<file path="config.mk">
export PLATFORM = sky130hd
export DESIGN_NAME = sorted_record_set_engine_unit
export DESIGN_NICKNAME = d
export VERILOG_FILES = /design/src/hdl/sre_pkg.sv /design/src/hdl/sorted_record_set_engine_unit.sv /design/src/hdl/sre_ram.sv /design/src/hdl/sre_core.sv
export SDC_FILE = /design/constraint.sdc
export NUM_CORES = 2
export LEC_CHECK = 0
export BUFFER_PORTS_ARGS = -buffer_cell sky130_fd_sc_hd__buf_2
export CORE_MARGIN = 2
export CORE_UTILIZATION = 24
export CTS_BUF_LIST = sky130_fd_sc_hd__clkbuf_4 sky130_fd_sc_hd__clkbuf_8 sky130_fd_sc_hd__clkbuf_16
export CTS_CLUSTER_DIAMETER = 50
export DETAILED_ROUTE_END_ITERATION = 16
export SYNTH_ARGS = -nofsm -noshare
export SYNTH_HDL_FRONTEND = slang
export SYNTH_SLANG_ARGS = --single-unit
</file>
<file path="constraint.sdc">
create_clock -name clk -period 8.1 [get_ports clk]
set_clock_uncertainty 0.05 [all_clocks]
set_input_delay 0.81 -clock clk [delete_from_list [all_inputs] [get_ports clk]]
set_output_delay 0.81 -clock clk [all_outputs]
set_load 0.02 [all_outputs]
</file>
<file path="src/hdl/sre_pkg.sv">
// shared types, codes and constants for the sorted record set engine
// no dependencies; imported by the top level and sre_core (sre_ram does not use it)
`default_nettype none
package sre_pkg;

	localparam int SET_DEPTH_DEF = 32;
	localparam int VALUE_W = 32;

	// operation codes
	localparam logic [2:0] F_CLEAR_A = 3'd0;
	localparam logic [2:0] F_INSERT_A = 3'd1;
	localparam logic [2:0] F_LOAD_B = 3'd2;
	localparam logic [2:0] F_CLEAR_B = 3'd3;
	localparam logic [2:0] F_ISECT = 3'd4;
	localparam logic [2:0] F_UNION = 3'd5;
	localparam logic [2:0] F_READ_A = 3'd6;

	// status codes
	localparam logic [1:0] ST_DONE = 2'd0;
	localparam logic [1:0] ST_DUP = 2'd1;
	localparam logic [1:0] ST_FULL = 2'd2;
	localparam logic [1:0] ST_EMPTY = 2'd3;

	typedef struct packed {
		logic [2:0]         func;
		logic [VALUE_W-1:0] value;
	} req_item_t;

	typedef struct packed {
		logic [VALUE_W-1:0] value_out;
		logic [1:0]         status;
		logic               last;
		logic [5:0]         count;
	} rsp_item_t;

	typedef enum logic [3:0] {
		S_IDLE,
		S_SCAN_ISSUE,
		S_SCAN_CMP,
		S_FULLCHK,
		S_SHIFT_ISSUE,
		S_SHIFT_WR,
		S_INS_DONE,
		S_U_ISSUE,
		S_U_GET,
		S_X_ISSUE,
		S_X_CMP,
		S_R_ISSUE,
		S_R_EMIT,
		S_EMIT
	} state_t;

endpackage
`default_nettype wire

</file>
<file path="src/hdl/sorted_record_set_engine_unit.sv">
// top level of the sorted record set engine: two set rams, sequencer, output register
// depends on sre_pkg, sre_ram, sre_core
//
//  channel | valid     | ready     | payload            | moves
//  --------+-----------+-----------+--------------------+------------------------------
//  request | req_valid | req_ready | req  (req_item_t)  | one operation item
//  result  | rsp_valid | rsp_ready | rsp  (rsp_item_t)  | one result item, last on final
//
// one item at a time; req_ready is high only while the sequencer is idle
// clear, unused codes, load into a full B, empty readout: a single result item, then idle
// insert into A or load into B: scan read/compare, then shift read/write per entry
// intersect: one merge step per ram read pair
// union: one insert into A per entry of B, A growing as it goes
// readout: one ram read and one emit per entry, plus any stall on the result side
// arst_n clears the state machine and both counts; set contents stay undefined
// a finished result waits in the output register while the next item is already taken
`default_nettype none
module sorted_record_set_engine_unit
	import sre_pkg::*;
#(
	parameter int SET_DEPTH = SET_DEPTH_DEF
) (
	input  wire logic      clk,
	input  wire logic      arst_n,
	input  wire logic      req_valid,
	output logic           req_ready,
	input  wire req_item_t req,
	output logic           rsp_valid,
	input  wire logic      rsp_ready,
	output rsp_item_t      rsp
);
	localparam int AW = (SET_DEPTH > 1) ? $clog2(SET_DEPTH) : 1;

	// sequencer result side
	logic      res_valid, res_ready;
	rsp_item_t res;

	// ram ports for set A and set B
	logic               a_we, a_re, b_we, b_re;
	logic [AW-1:0]      a_waddr, a_raddr, b_waddr, b_raddr;
	logic [VALUE_W-1:0] a_wdata, a_rdata, b_wdata, b_rdata;

	// output register
	logic      rsp_valid_q;
	rsp_item_t rsp_q;

	sre_ram #(.WIDTH(VALUE_W), .DEPTH(SET_DEPTH)) u_ram_a (
		.clk   (clk),
		.we    (a_we),
		.waddr (a_waddr),
		.wdata (a_wdata),
		.re    (a_re),
		.raddr (a_raddr),
		.rdata (a_rdata)
	);

	sre_ram #(.WIDTH(VALUE_W), .DEPTH(SET_DEPTH)) u_ram_b (
		.clk   (clk),
		.we    (b_we),
		.waddr (b_waddr),
		.wdata (b_wdata),
		.re    (b_re),
		.raddr (b_raddr),
		.rdata (b_rdata)
	);

	sre_core #(.SET_DEPTH(SET_DEPTH)) u_core (
		.clk       (clk),
		.arst_n    (arst_n),
		.req_valid (req_valid),
		.req_ready (req_ready),
		.req       (req),
		.res_valid (res_valid),
		.res_ready (res_ready),
		.res       (res),
		.a_we      (a_we),
		.a_waddr   (a_waddr),
		.a_wdata   (a_wdata),
		.a_re      (a_re),
		.a_raddr   (a_raddr),
		.a_rdata   (a_rdata),
		.b_we      (b_we),
		.b_waddr   (b_waddr),
		.b_wdata   (b_wdata),
		.b_re      (b_re),
		.b_raddr   (b_raddr),
		.b_rdata   (b_rdata)
	);

	// the register takes a new item when empty or being drained this cycle
	assign res_ready = !rsp_valid_q || rsp_ready;

	always_ff @(posedge clk or negedge arst_n) begin
		if (!arst_n) begin
			rsp_valid_q <= 1'b0;
		end else if (res_ready) begin
			rsp_valid_q <= res_valid;
		end
	end

	// payload needs no reset
	always_ff @(posedge clk) begin
		if (res_valid && res_ready) begin
			rsp_q <= res;
		end
	end

	assign rsp_valid = rsp_valid_q;
	assign rsp       = rsp_q;

	// an accepted item always keeps the sequencer busy in the following cycle
	a_busy_after_accept: assert property (@(posedge clk) disable iff (!arst_n)
		req_valid && req_ready |=> !req_ready)
		else $error("request taken while previous item still in progress");

	// an empty readout carries zero value and zero count on its only item
	a_empty_form: assert property (@(posedge clk) disable iff (!arst_n)
		rsp_valid && rsp.status == ST_EMPTY |-> rsp.last && rsp.count == 6'd0 &&
		rsp.value_out == '0)
		else $error("malformed empty readout item");

	// a duplicate or full status comes only on a single-item result
	a_status_last: assert property (@(posedge clk) disable iff (!arst_n)
		rsp_valid && (rsp.status == ST_DUP || rsp.status == ST_FULL) |-> rsp.last)
		else $error("refusal status on a non-final item");

	// the set never reports more entries than it can hold
	a_count_bound: assert property (@(posedge clk) disable iff (!arst_n)
		rsp_valid |-> 7'(rsp.count) <= 7'(SET_DEPTH))
		else $error("count beyond set depth");

endmodule
`default_nettype wire

</file>
<file path="src/hdl/sre_ram.sv">
// generic single write port, single read port ram with registered read
// no dependencies
`default_nettype none
module sre_ram #(
	parameter int WIDTH = 32,
	parameter int DEPTH = 32
) (
	input  wire logic                                  clk,
	input  wire logic                                  we,
	input  wire logic [(DEPTH > 1 ? $clog2(DEPTH) : 1)-1:0] waddr,
	input  wire logic [WIDTH-1:0]                      wdata,
	input  wire logic                                  re,
	input  wire logic [(DEPTH > 1 ? $clog2(DEPTH) : 1)-1:0] raddr,
	output logic      [WIDTH-1:0]                      rdata
);
	logic [WIDTH-1:0] mem_q [DEPTH];

	always_ff @(posedge clk) begin
		if (we) begin
			mem_q[waddr] <= wdata;
		end
		if (re) begin
			rdata <= mem_q[raddr];
		end
	end
endmodule
`default_nettype wire

</file>
<file path="src/hdl/sre_core.sv">
// sequencer: walks the two set memories for insert, load, intersect, union, readout
// depends on sre_pkg; drives the ports of two sre_ram instances
`default_nettype none
module sre_core
	import sre_pkg::*;
#(
	parameter int SET_DEPTH = SET_DEPTH_DEF,
	localparam int AW = (SET_DEPTH > 1) ? $clog2(SET_DEPTH) : 1
) (
	input  wire logic               clk,
	input  wire logic               arst_n,
	input  wire logic               req_valid,
	output logic                    req_ready,
	input  wire req_item_t          req,
	output logic                    res_valid,
	input  wire logic               res_ready,
	output rsp_item_t               res,
	output logic                    a_we,
	output logic [AW-1:0]           a_waddr,
	output logic [VALUE_W-1:0]      a_wdata,
	output logic                    a_re,
	output logic [AW-1:0]           a_raddr,
	input  wire logic [VALUE_W-1:0] a_rdata,
	output logic                    b_we,
	output logic [AW-1:0]           b_waddr,
	output logic [VALUE_W-1:0]      b_wdata,
	output logic                    b_re,
	output logic [AW-1:0]           b_raddr,
	input  wire logic [VALUE_W-1:0] b_rdata
);
	localparam int CW = $clog2(SET_DEPTH + 1);
	localparam logic [CW-1:0] DEPTH_C = CW'(SET_DEPTH);

	state_t state_q, state_d;

	logic [2:0]         func_q;
	logic [VALUE_W-1:0] echo_q, v_q;
	logic [CW-1:0]      idx_q, pos_q, j_q, n_q, cnt_a_q, cnt_b_q;
	logic [1:0]         ins_st_q, ust_q;
	logic               tgt_b_q;

	logic               accept;
	logic [CW-1:0]      cnt_t, idx_m1;
	logic [VALUE_W-1:0] trd;
	logic               eq, lt, at_end, full, dup, ins_here, x_end, r_last;
	logic               t_we, t_re;
	logic [AW-1:0]      t_waddr, t_raddr;
	logic [VALUE_W-1:0] t_wdata;

	assign accept   = req_valid && req_ready;
	assign cnt_t    = tgt_b_q ? cnt_b_q : cnt_a_q;
	assign trd      = tgt_b_q ? b_rdata : a_rdata;
	assign idx_m1   = idx_q - 1'b1;
	assign eq       = (trd == v_q);
	assign lt       = (v_q < trd);
	assign dup      = !tgt_b_q && eq;
	assign at_end   = (idx_q == cnt_t);
	assign full     = (cnt_t >= DEPTH_C);
	assign ins_here = (idx_q == pos_q);
	assign x_end    = (idx_q == cnt_a_q) || (j_q == cnt_b_q);
	assign r_last   = ((idx_q + 1'b1) == cnt_a_q);

	// next state
	always_comb begin
		state_d = state_q;
		unique case (state_q)
			S_IDLE: begin
				if (accept) begin
					case (req.func)
						F_INSERT_A: state_d = S_SCAN_ISSUE;
						F_LOAD_B:   state_d = (cnt_b_q >= DEPTH_C) ? S_EMIT : S_SCAN_ISSUE;
						F_ISECT:    state_d = S_X_ISSUE;
						F_UNION:    state_d = S_U_ISSUE;
						F_READ_A:   state_d = (cnt_a_q == '0) ? S_EMIT : S_R_ISSUE;
						default:    state_d = S_EMIT;
					endcase
				end
			end
			S_SCAN_ISSUE:  state_d = at_end ? S_FULLCHK : S_SCAN_CMP;
			S_SCAN_CMP:    state_d = dup ? S_INS_DONE : (lt ? S_FULLCHK : S_SCAN_ISSUE);
			S_FULLCHK:     state_d = full ? S_INS_DONE : S_SHIFT_ISSUE;
			S_SHIFT_ISSUE: state_d = ins_here ? S_INS_DONE : S_SHIFT_WR;
			S_SHIFT_WR:    state_d = S_SHIFT_ISSUE;
			S_INS_DONE:    state_d = (func_q == F_UNION) ? S_U_ISSUE : S_EMIT;
			S_U_ISSUE:     state_d = (j_q == cnt_b_q) ? S_EMIT : S_U_GET;
			S_U_GET:       state_d = S_SCAN_ISSUE;
			S_X_ISSUE:     state_d = x_end ? S_EMIT : S_X_CMP;
			S_X_CMP:       state_d = S_X_ISSUE;
			S_R_ISSUE:     state_d = S_R_EMIT;
			S_R_EMIT: begin
				if (res_ready) begin
					state_d = r_last ? S_IDLE : S_R_ISSUE;
				end
			end
			S_EMIT: begin
				if (res_ready) begin
					state_d = S_IDLE;
				end
			end
			default: state_d = S_IDLE;
		endcase
	end

	// outputs
	always_comb begin
		req_ready = 1'b0;
		res_valid = 1'b0;
		res       = '0;
		t_we      = 1'b0;
		t_re      = 1'b0;
		t_waddr   = '0;
		t_raddr   = '0;
		t_wdata   = '0;
		a_we      = 1'b0;
		a_waddr   = '0;
		a_wdata   = '0;
		a_re      = 1'b0;
		a_raddr   = '0;
		b_we      = 1'b0;
		b_waddr   = '0;
		b_wdata   = '0;
		b_re      = 1'b0;
		b_raddr   = '0;
		unique case (state_q)
			S_IDLE: req_ready = 1'b1;
			S_SCAN_ISSUE: begin
				t_re    = !at_end;
				t_raddr = idx_q[AW-1:0];
			end
			S_SHIFT_ISSUE: begin
				if (ins_here) begin
					t_we    = 1'b1;
					t_waddr = pos_q[AW-1:0];
					t_wdata = v_q;
				end else begin
					t_re    = 1'b1;
					t_raddr = idx_m1[AW-1:0];
				end
			end
			S_SHIFT_WR: begin
				t_we    = 1'b1;
				t_waddr = idx_q[AW-1:0];
				t_wdata = trd;
			end
			S_U_ISSUE: begin
				b_re    = (j_q != cnt_b_q);
				b_raddr = j_q[AW-1:0];
			end
			S_X_ISSUE: begin
				a_re    = !x_end;
				a_raddr = idx_q[AW-1:0];
				b_re    = !x_end;
				b_raddr = j_q[AW-1:0];
			end
			S_X_CMP: begin
				a_we    = (a_rdata == b_rdata);
				a_waddr = n_q[AW-1:0];
				a_wdata = a_rdata;
			end
			S_R_ISSUE: begin
				a_re    = 1'b1;
				a_raddr = idx_q[AW-1:0];
			end
			S_R_EMIT: begin
				res_valid     = 1'b1;
				res.value_out = a_rdata;
				res.status    = ST_DONE;
				res.last      = r_last;
				res.count     = 6'(cnt_a_q);
			end
			S_EMIT: begin
				res_valid     = 1'b1;
				res.value_out = echo_q;
				res.last      = 1'b1;
				res.count     = 6'(cnt_a_q);
				case (func_q) inside
					F_INSERT_A, F_LOAD_B: res.status = ins_st_q;
					F_UNION:              res.status = ust_q;
					F_READ_A: begin
						res.status    = ST_EMPTY;
						res.value_out = '0;
					end
					default:              res.status = ST_DONE;
				endcase
			end
			default: ;
		endcase
		// insert walk goes to whichever set is the target
		if (tgt_b_q) begin
			if (t_we || t_re) begin
				b_we    = t_we;
				b_waddr = t_waddr;
				b_wdata = t_wdata;
				b_re    = t_re;
				b_raddr = t_raddr;
			end
		end else if (t_we || t_re) begin
			a_we    = t_we;
			a_waddr = t_waddr;
			a_wdata = t_wdata;
			a_re    = t_re;
			a_raddr = t_raddr;
		end
	end

	always_ff @(posedge clk or negedge arst_n) begin
		if (!arst_n) begin
			state_q <= S_IDLE;
			cnt_a_q <= '0;
			cnt_b_q <= '0;
		end else begin
			state_q <= state_d;
			if (accept && req.func == F_CLEAR_A) begin
				cnt_a_q <= '0;
			end
			if (accept && req.func == F_CLEAR_B) begin
				cnt_b_q <= '0;
			end
			if (state_q == S_SHIFT_ISSUE && ins_here) begin
				if (tgt_b_q) begin
					cnt_b_q <= cnt_b_q + 1'b1;
				end else begin
					cnt_a_q <= cnt_a_q + 1'b1;
				end
			end
			if (state_q == S_X_ISSUE && x_end) begin
				cnt_a_q <= n_q;
			end
		end
	end

	always_ff @(posedge clk) begin
		case (state_q)
			S_IDLE: begin
				if (accept) begin
					func_q   <= req.func;
					echo_q   <= req.value;
					v_q      <= req.value;
					idx_q    <= '0;
					j_q      <= '0;
					n_q      <= '0;
					ust_q    <= ST_DONE;
					tgt_b_q  <= (req.func == F_LOAD_B);
					ins_st_q <= (req.func == F_LOAD_B && cnt_b_q >= DEPTH_C) ? ST_FULL : ST_DONE;
				end
			end
			S_SCAN_ISSUE: begin
				if (at_end) begin
					pos_q <= idx_q;
				end
			end
			S_SCAN_CMP: begin
				if (dup) begin
					ins_st_q <= ST_DUP;
				end else if (lt) begin
					pos_q <= idx_q;
				end else begin
					idx_q <= idx_q + 1'b1;
				end
			end
			S_FULLCHK: begin
				if (full) begin
					ins_st_q <= ST_FULL;
				end else begin
					idx_q <= cnt_t;
				end
			end
			S_SHIFT_WR: idx_q <= idx_m1;
			S_INS_DONE: begin
				if (ins_st_q == ST_FULL) begin
					ust_q <= ST_FULL;
				end
				j_q <= j_q + 1'b1;
			end
			S_U_GET: begin
				v_q      <= b_rdata;
				tgt_b_q  <= 1'b0;
				idx_q    <= '0;
				ins_st_q <= ST_DONE;
			end
			S_X_CMP: begin
				if (a_rdata == b_rdata) begin
					n_q   <= n_q + 1'b1;
					idx_q <= idx_q + 1'b1;
				end else if (a_rdata < b_rdata) begin
					idx_q <= idx_q + 1'b1;
				end else begin
					j_q <= j_q + 1'b1;
				end
			end
			S_R_EMIT: begin
				if (res_ready && !r_last) begin
					idx_q <= idx_q + 1'b1;
				end
			end
			default: ;
		endcase
	end
endmodule
`default_nettype wire
</file>
---- Yosys cells after proc, flatten, opt, wreduce, memory -nomap -nowiden ----
Memory sizes are Yosys's and may differ from the RTL's. A register that Yosys moved wholly into a read port is not among the register bits.
Cells that the tools add are included.
word-level totals
  register bits ........................... 154
  bits in latches ......................... 0
  bits in writable memories ............... 2048
  ROM bits ................................ 0
  bits of input ports ..................... 39
  output and inout port bits .............. 43
  memories ................................ 2
memories
  name           depth  bits a word  read ports  clocked after Yosys merged registers in  write ports  line           source
  u_ram_a.mem_q  32     32           1           1                                        1            sre_ram.sv:16  logic [WIDTH-1:0] mem_q [DEPTH];
  u_ram_b.mem_q  32     32           1           1                                        1            sre_ram.sv:16
operators by class
  add/sub/neg operators ................... 6
  multiply operators ...................... 0
  div/mod/pow operators ................... 0
  magnitude comparators ................... 4
  equality and inequality tests ........... 48
  shift-type cells ........................ 0
  muxes and demuxes ....................... 104
  bitwise gates (word level) .............. 0
  reductions and logical operators ........ 40
operators by type and width
  operator                                                                number
  32-bit 2-to-1 mux                                                       11
  32-bit case mux with 2 select lines                                     2
  6-bit 2-to-1 mux                                                        21
  41-bit case mux with 2 select lines                                     1
  5-bit 2-to-1 mux                                                        13
  32-bit equality test                                                    2
  32-bit < comparator                                                     2
  4-bit case mux with 14 select lines                                     1
  6-bit case mux with 7 select lines                                      1
  6-bit by 1-bit adder with 6-bit output (second input constant)          5
  6-bit equality test                                                     5
  4-bit 2-to-1 mux                                                        7
  4-bit equality test (second input constant)                             6
  2-bit 2-to-1 mux                                                        12
  6-bit case mux with 2 select lines                                      2
  4-bit case mux with 5 select lines                                      1
  5-bit case mux with 2 select lines                                      2
  1-bit 2-to-1 mux                                                        19
  6-bit case mux with 3 select lines                                      1
  4-bit by 3-bit equality test with 1-bit output (second input constant)  4
  2-bit by 1-bit != test with 1-bit output (second input constant)        8
  3-bit equality test (second input constant)                             5
  2-bit != test (second input constant)                                   7
  6-bit >= comparator (second input constant)                             2
  other kinds (27)                                                        62

---- Logic depth before layout (Yosys ltp) ----
  depth after elaboration ................. 9
  depth in mapped cells ................... 17
  depth with buffers taken out ............ 12

---- Modules after synthesis ----
From an unflattened synthesis, not the netlist that was laid out.
second synthesis, totals
  cell total of the unflattened synthesis .. 5575
  area total of the unflattened synthesis .. 92128.4 um2
modules (own cells, without submodules)
  module                         times used  cells an instance  area an instance (um2)
  sre_ram at u_ram_a             1           2260               40812.9
  sre_ram at u_ram_b             1           2260               40805.4
  sre_core                       1           1010               9225.1
  sorted_record_set_engine_unit  1           45                 1285.0

---- Least setup slack after synthesis ----
No wires, ideal clock.
  path kind ............................... flip-flop to flip-flop
  start ................................... register u_core.state_q[3]
  end ..................................... memory u_ram_b.mem_q[19][0], enable pin
  library setup time ...................... 0.421 ns
  arrival ................................. 4.070 ns
  required time ........................... 7.629 ns
  slack ................................... 3.559 ns
  stages on the path, launching flop included .. 9
  period minus slack after synthesis ...... 4.541 ns
  path through ............................ dfrtp_1 -> buf_2 -> or4b_2 -> nor3_1 -> clkbuf_1 -> o21ai_0 -> a221oi_1 -> nand3_1 -> nor2_1
on the way
  cells in the longest elaborated chain, start to end .. 7
  elaborated cells between the ends (all ways) .. 13
  those cells by class .................... eq/ne: 3; mux: 9; reduce/logical: 1
ends and longest elaborated chain
  what                                                                                                              line             source
  start, declared                                                                                                   sre_core.sv:34   state_t state_q, state_d;
  start signal, assigned                                                                                            sre_core.sv:212  state_q <= state_d;
  4-bit by 3-bit equality test with 1-bit output or 4-bit by 1-bit equality test with 1-bit output (tied branches)  sre_core.sv:124  unique case (state_q)
  1-bit case mux with 2 select lines                                                                                sre_core.sv:124
  1-bit logical OR                                                                                                  sre_core.sv:190  if (t_we || t_re) begin
  1-bit 2-to-1 mux                                                                                                  sre_core.sv:190
  1-bit 2-to-1 mux                                                                                                  sre_core.sv:189  if (tgt_b_q) begin
  1-bit 2-to-1 mux                                                                                                  sre_ram.sv:19    if (we) begin
  1-bit 2-to-1 mux (implied by the code)                                                                            sre_ram.sv:20    mem_q[waddr] <= wdata;
  end, declared                                                                                                     sre_ram.sv:16
Several ways; a longest one is shown, not always the timed one.

---- Worst setup path after layout ----
  start ................................... register u_core.state_q[3]
  end ..................................... register u_ram_b.rdata[22] (read register of u_ram_b.mem_q) (data pin)
on the way
  cells in the longest elaborated chain, start to end .. 5
  elaborated cells between the ends (all ways) .. 16
  those cells by class .................... eq/ne: 5; mux: 9; reduce/logical: 2
ends and longest elaborated chain
  what                                                                          line                              source
  4-bit by 3-bit equality test with 1-bit output, or another cell as far along  sre_core.sv:124
  1-bit case mux with 2 select lines or 2-bit OR reduction (tied branches)      n/a
  1-bit logical OR or 5-bit 2-to-1 mux (tied branches)                          sre_core.sv:190, sre_core.sv:124
  5-bit 2-to-1 mux or 1-bit 2-to-1 mux (tied branches)                          sre_core.sv:190
  5-bit 2-to-1 mux or 1-bit 2-to-1 mux (tied branches)                          sre_core.sv:189
  end, declared                                                                 sre_ram.sv:14                     output logic [WIDTH-1:0] rdata
Several ways; a longest one is shown, not always the timed one.
A chain may end at the register's enable or synchronous reset.

==> summary.txt <==
Worst hold path
  • Worst Hold Class: in2reg
  • Hold depth: 1

STA
  • Setup TNS: 0 ns
  • Unrepaired setup endpoints after global routing: false
  • Tcrit/Tclk final: 0.715
  • Worst Max-Slew Pin Slew: 1.42 ns
  • Final setup vio count: 0
  • Pins over their slew limit: 0
  • Max_slew headroom: 0.0529
  • Fin crit period: 5.79 ns
  • Peak Freq: 173 MHz
  • Final Hold Fails: 0

Logic synthesis
  • Post-synthesis adder-cell area fraction: 0.00974
  • Area contributors post-synth: edfxtp_1 (73%), nand2_1 (4.9%), a211oi_1 (3.0%)
  • Most common flop cell mapped by yosys: edfxtp_1
  • Compound-cell area share of the yosys netlist: 0.113
  • Synthesized cell area: 0.0925 sq mm
  • Syn nets: 6702
  • Synth Area in Simple Gates: 0.0973
  • Avg Cell Area, Syn: 14.0 sq um
  • Post-synthesis mux area share: 0.0188
  • Post-Synthesis Cells: 6591
  • Register area share after synthesis: 0.735
  • Largest family of logic cells by synthesized area: compound AO/OA/AOI/OAI gates
  • Post-synth EDFFs: 2248
  • Cell taking the most area after synthesis: edfxtp_1
  • Top cell type's share of synthesized area: 0.730
  • #FFs+latches synth: 2265
  • XOR/XNOR share of the synthesized area: 0.00417
  • Count of cell types in the netlist: 73
  • Async SR Flop Fraction: 0.00751
  • Synth warn: 0

Final layout
  • Area delta synth->final: 17.6%
  • Non-filler cells, final: 11.9k
  • Final Instance Area: 0.109 sq mm
  • Share of cells above drive strength 1: 0.133
  • Final net count: 6759

Clock network
  • Max H-tree Level: 5
  • Clk sinks: 2265
  • Root Driver: clkbuf_16
  • CTS resizes: 0
  • Clk slew on worst S/H paths: 0.06 ns
  • CTS buffer count: 277
  • CTS max path bufs: 4
  • Clk_lat worst skew: 0.96 ns
  • Setup Buffers After CTS: 0
  • TritonCTS clock tree: done

Die
  • Total die area: 0.390 sq mm
  • Starting Density: 0.241
  • Core box area: 0.383 sq mm
  • Rows: 227
  • Height of the die: 625 microns
  • Top Ports: 82
  • Die Span X: 625 microns

Placed design
  • Placed cell count: 11.4k
  • Post-DP HPWL: 165000 microns
  • DP Area: 0.0998 sq mm
  • PortBufs: 81
  • Gpl congestion: 0.874

Global route
  • Vias in the first global route: 57.5k
  • Largest net degree at the start of global routing: 163
  • Total GRT Usage: 0.141
  • Total gr overflow: 0
  • First-pass GRT wire length: 408000 microns
  • Initial antenna violation count: 16

Status
  • Status: completed

Routing
  • Routed WL per cell: 24.0 microns
  • Number of remaining DRC errors: 0
  • Vias/cell: 5.02
  • Pre-antenna DRT Iters: 7
  • Vias post-DR: 59.7k
  • Drt initial violations: 7270
  • Antenna Nets Post-Route: 0
  • Routed WL: 285000 microns

Worst setup path
  • Slowest CP cell: dfrtp_1
  • CP max FO: 124
  • Setup CP Type: reg2reg
  • Data required, critical path: 8.75 ns
  • CP dominant cell by count: buf_4
  • Crit. End Element: register
  • CP Cell Sequence: nor3b_2 -> or3_4 -> o211ai_1 -> buf_12 -> and2_4 -> buf_4 -> buf_4 -> nand2_1 -> a31oi_1 -> o22ai_1 -> nor4_1
  • Worst reg-to-reg path cell count: 11
  • Worst EP arrival: 6.44 ns
  • Crit-path max cell delay: 0.92 ns
  • Startpoint types: register

Power and ir drop
  • PwrDens: 324 mW/mm^2
  • Leak: 0.0356 uW
  • Power, Total: 35200 uW
  • VDD IR max: 0.277 mV

Run
  • Max-cap violations: 0
==> routing by layer <==
layer  up-vias  share of wire  global-route usage  wire length (microns)
met5         -              0                   0                      0
met4         0          0.045              0.0639                  13000
met3       512          0.078              0.0232                  22300
met2      2941           0.49               0.235                 138000
met1     30546           0.39               0.178                 111000
li1      25743              -                   -                      -
==> timing repair <==
item	CTS	global route
setup endpoints to repair	0	0
endpoints found under the hold margin	19	0
hold buffers	3	0
==> final cells by class <==
class,instances,area [sq um]
Antenna cell,14,35.0
Clock buffer,327,7440
Clock inverter,149,1390
Fill cell,38163,274000
Inverter,51,191
Multi-Input combinational cell,3791,23400
Sequential cell,2265,67900
Tap cell,5038,6300
Timing Repair Buffer,262,2060
==> cell usage after synthesis (51+ instances only) <==
| master | count |
|---|---|
| inv_1 | 51 |
| nor2_1 | 171 |
| nand2_1 | 1215 |
| buf_1 | 59 |
| o21ai_0 | 98 |
| a21oi_1 | 232 |
| a22oi_1 | 123 |
| edfxtp_1 | 2248 |
| clkbuf_1 | 360 |
| a211oi_1 | 375 |
| o22ai_1 | 133 |
| a32oi_1 | 68 |
| a31oi_1 | 318 |
| ha_1 | 72 |
| mux2i_1 | 97 |
| buf_2 | 61 |
| and3_1 | 379 |
==> cell families after synthesis <==
logic type / Yosys count
AO/OA/AOI/OAI: 1535
XOR/XNOR: 44
adder cells (fa/ha/maj): 72
buffers and inverters: 535
flip-flops: 2265
multiplexers: 148
AND/OR/NAND/NOR: 1992
==> stage by stage <==
stage / utilization / worst slack [ns] / hold slack [ns]
after floorplan: - / 3.56 / 0.371
after global placement: 0.260 / 1.69 / 0.471
after detailed placement: 0.261 / 2.41 / 0.468
after CTS: 0.284 / 2.42 / 0.00764
after global routing: 0.284 / 2.05 / 0.0338
final: 0.284 / 2.31 / 0.0574
==> power breakdown <==
| part | internal [uW] | switching [uW] |
|---|---|---|
| Combinational | 2590 | 5930 |
| Clock | 7190 | 4810 |
| Sequential | 13900 | 817 |
| Total | 23700 | 11600 |
==> layout by cell type (no fill, tap or decap), drive strengths merged, types with 97 or more instances in the layout <==
| master | Yosys | routed |
|---|---|---|
| a31oi | 318 | 318 |
| edfxtp | 2248 | 2248 |
| o22ai | 133 | 133 |
| a211oi | 375 | 375 |
| nor2 | 171 | 171 |
| and3 | 379 | 379 |
| clkbuf | 360 | 327 |
| a22oi | 123 | 123 |
| buf | 124 | 259 |
| nand2 | 1216 | 1216 |
| o21ai | 103 | 103 |
| a21oi | 232 | 232 |
| mux2i | 97 | 97 |
==> worst max-delay path: cells and delay by family, from the launching register on <==
| kind | cells | cell delay [ns] |
|---|---|---|
| buffers and inverters | 3 | 1.80 |
| and+or+nand+nor | 5 | 1.93 |
| AOI/OAI and AO/OA | 3 | 0.66 |
| DFF | 1 | 0.92 |
==> worst paths after layout <==
check	startpoint	slack [ns]	endpoint
worst max register to register	u_core.state_q[3]$_DFFE_PN0P_	2.31	u_ram_b.rdata[22]$_DFFE_PP_
worst min-delay path	req[28]	0.06	u_core.echo_q[28]$_DFFE_PP_
worst max-delay path	u_core.state_q[3]$_DFFE_PN0P_	2.31	u_ram_b.rdata[22]$_DFFE_PP_
worst min register to register	u_core.echo_q[15]$_DFFE_PP_	0.46	rsp[24]$_DFFE_PP_
max in group asynchronous	arst_n	7.22	u_core.state_q[0]$_DFFE_PN0P_
min in group asynchronous	arst_n	0.44	u_core.cnt_a_q[4]$_DFF_PN0_
==> flip-flops by register name, indices dropped and copies added (netlist names), 32 cells and up <==
name,flops
u_core.echo_q,32
u_ram_b.mem_q,1024
u_core.v_q,32
rsp,41
u_ram_b.rdata,32
u_ram_a.mem_q,1024
u_ram_a.rdata,32
Power figures use the tool's default switching activity.
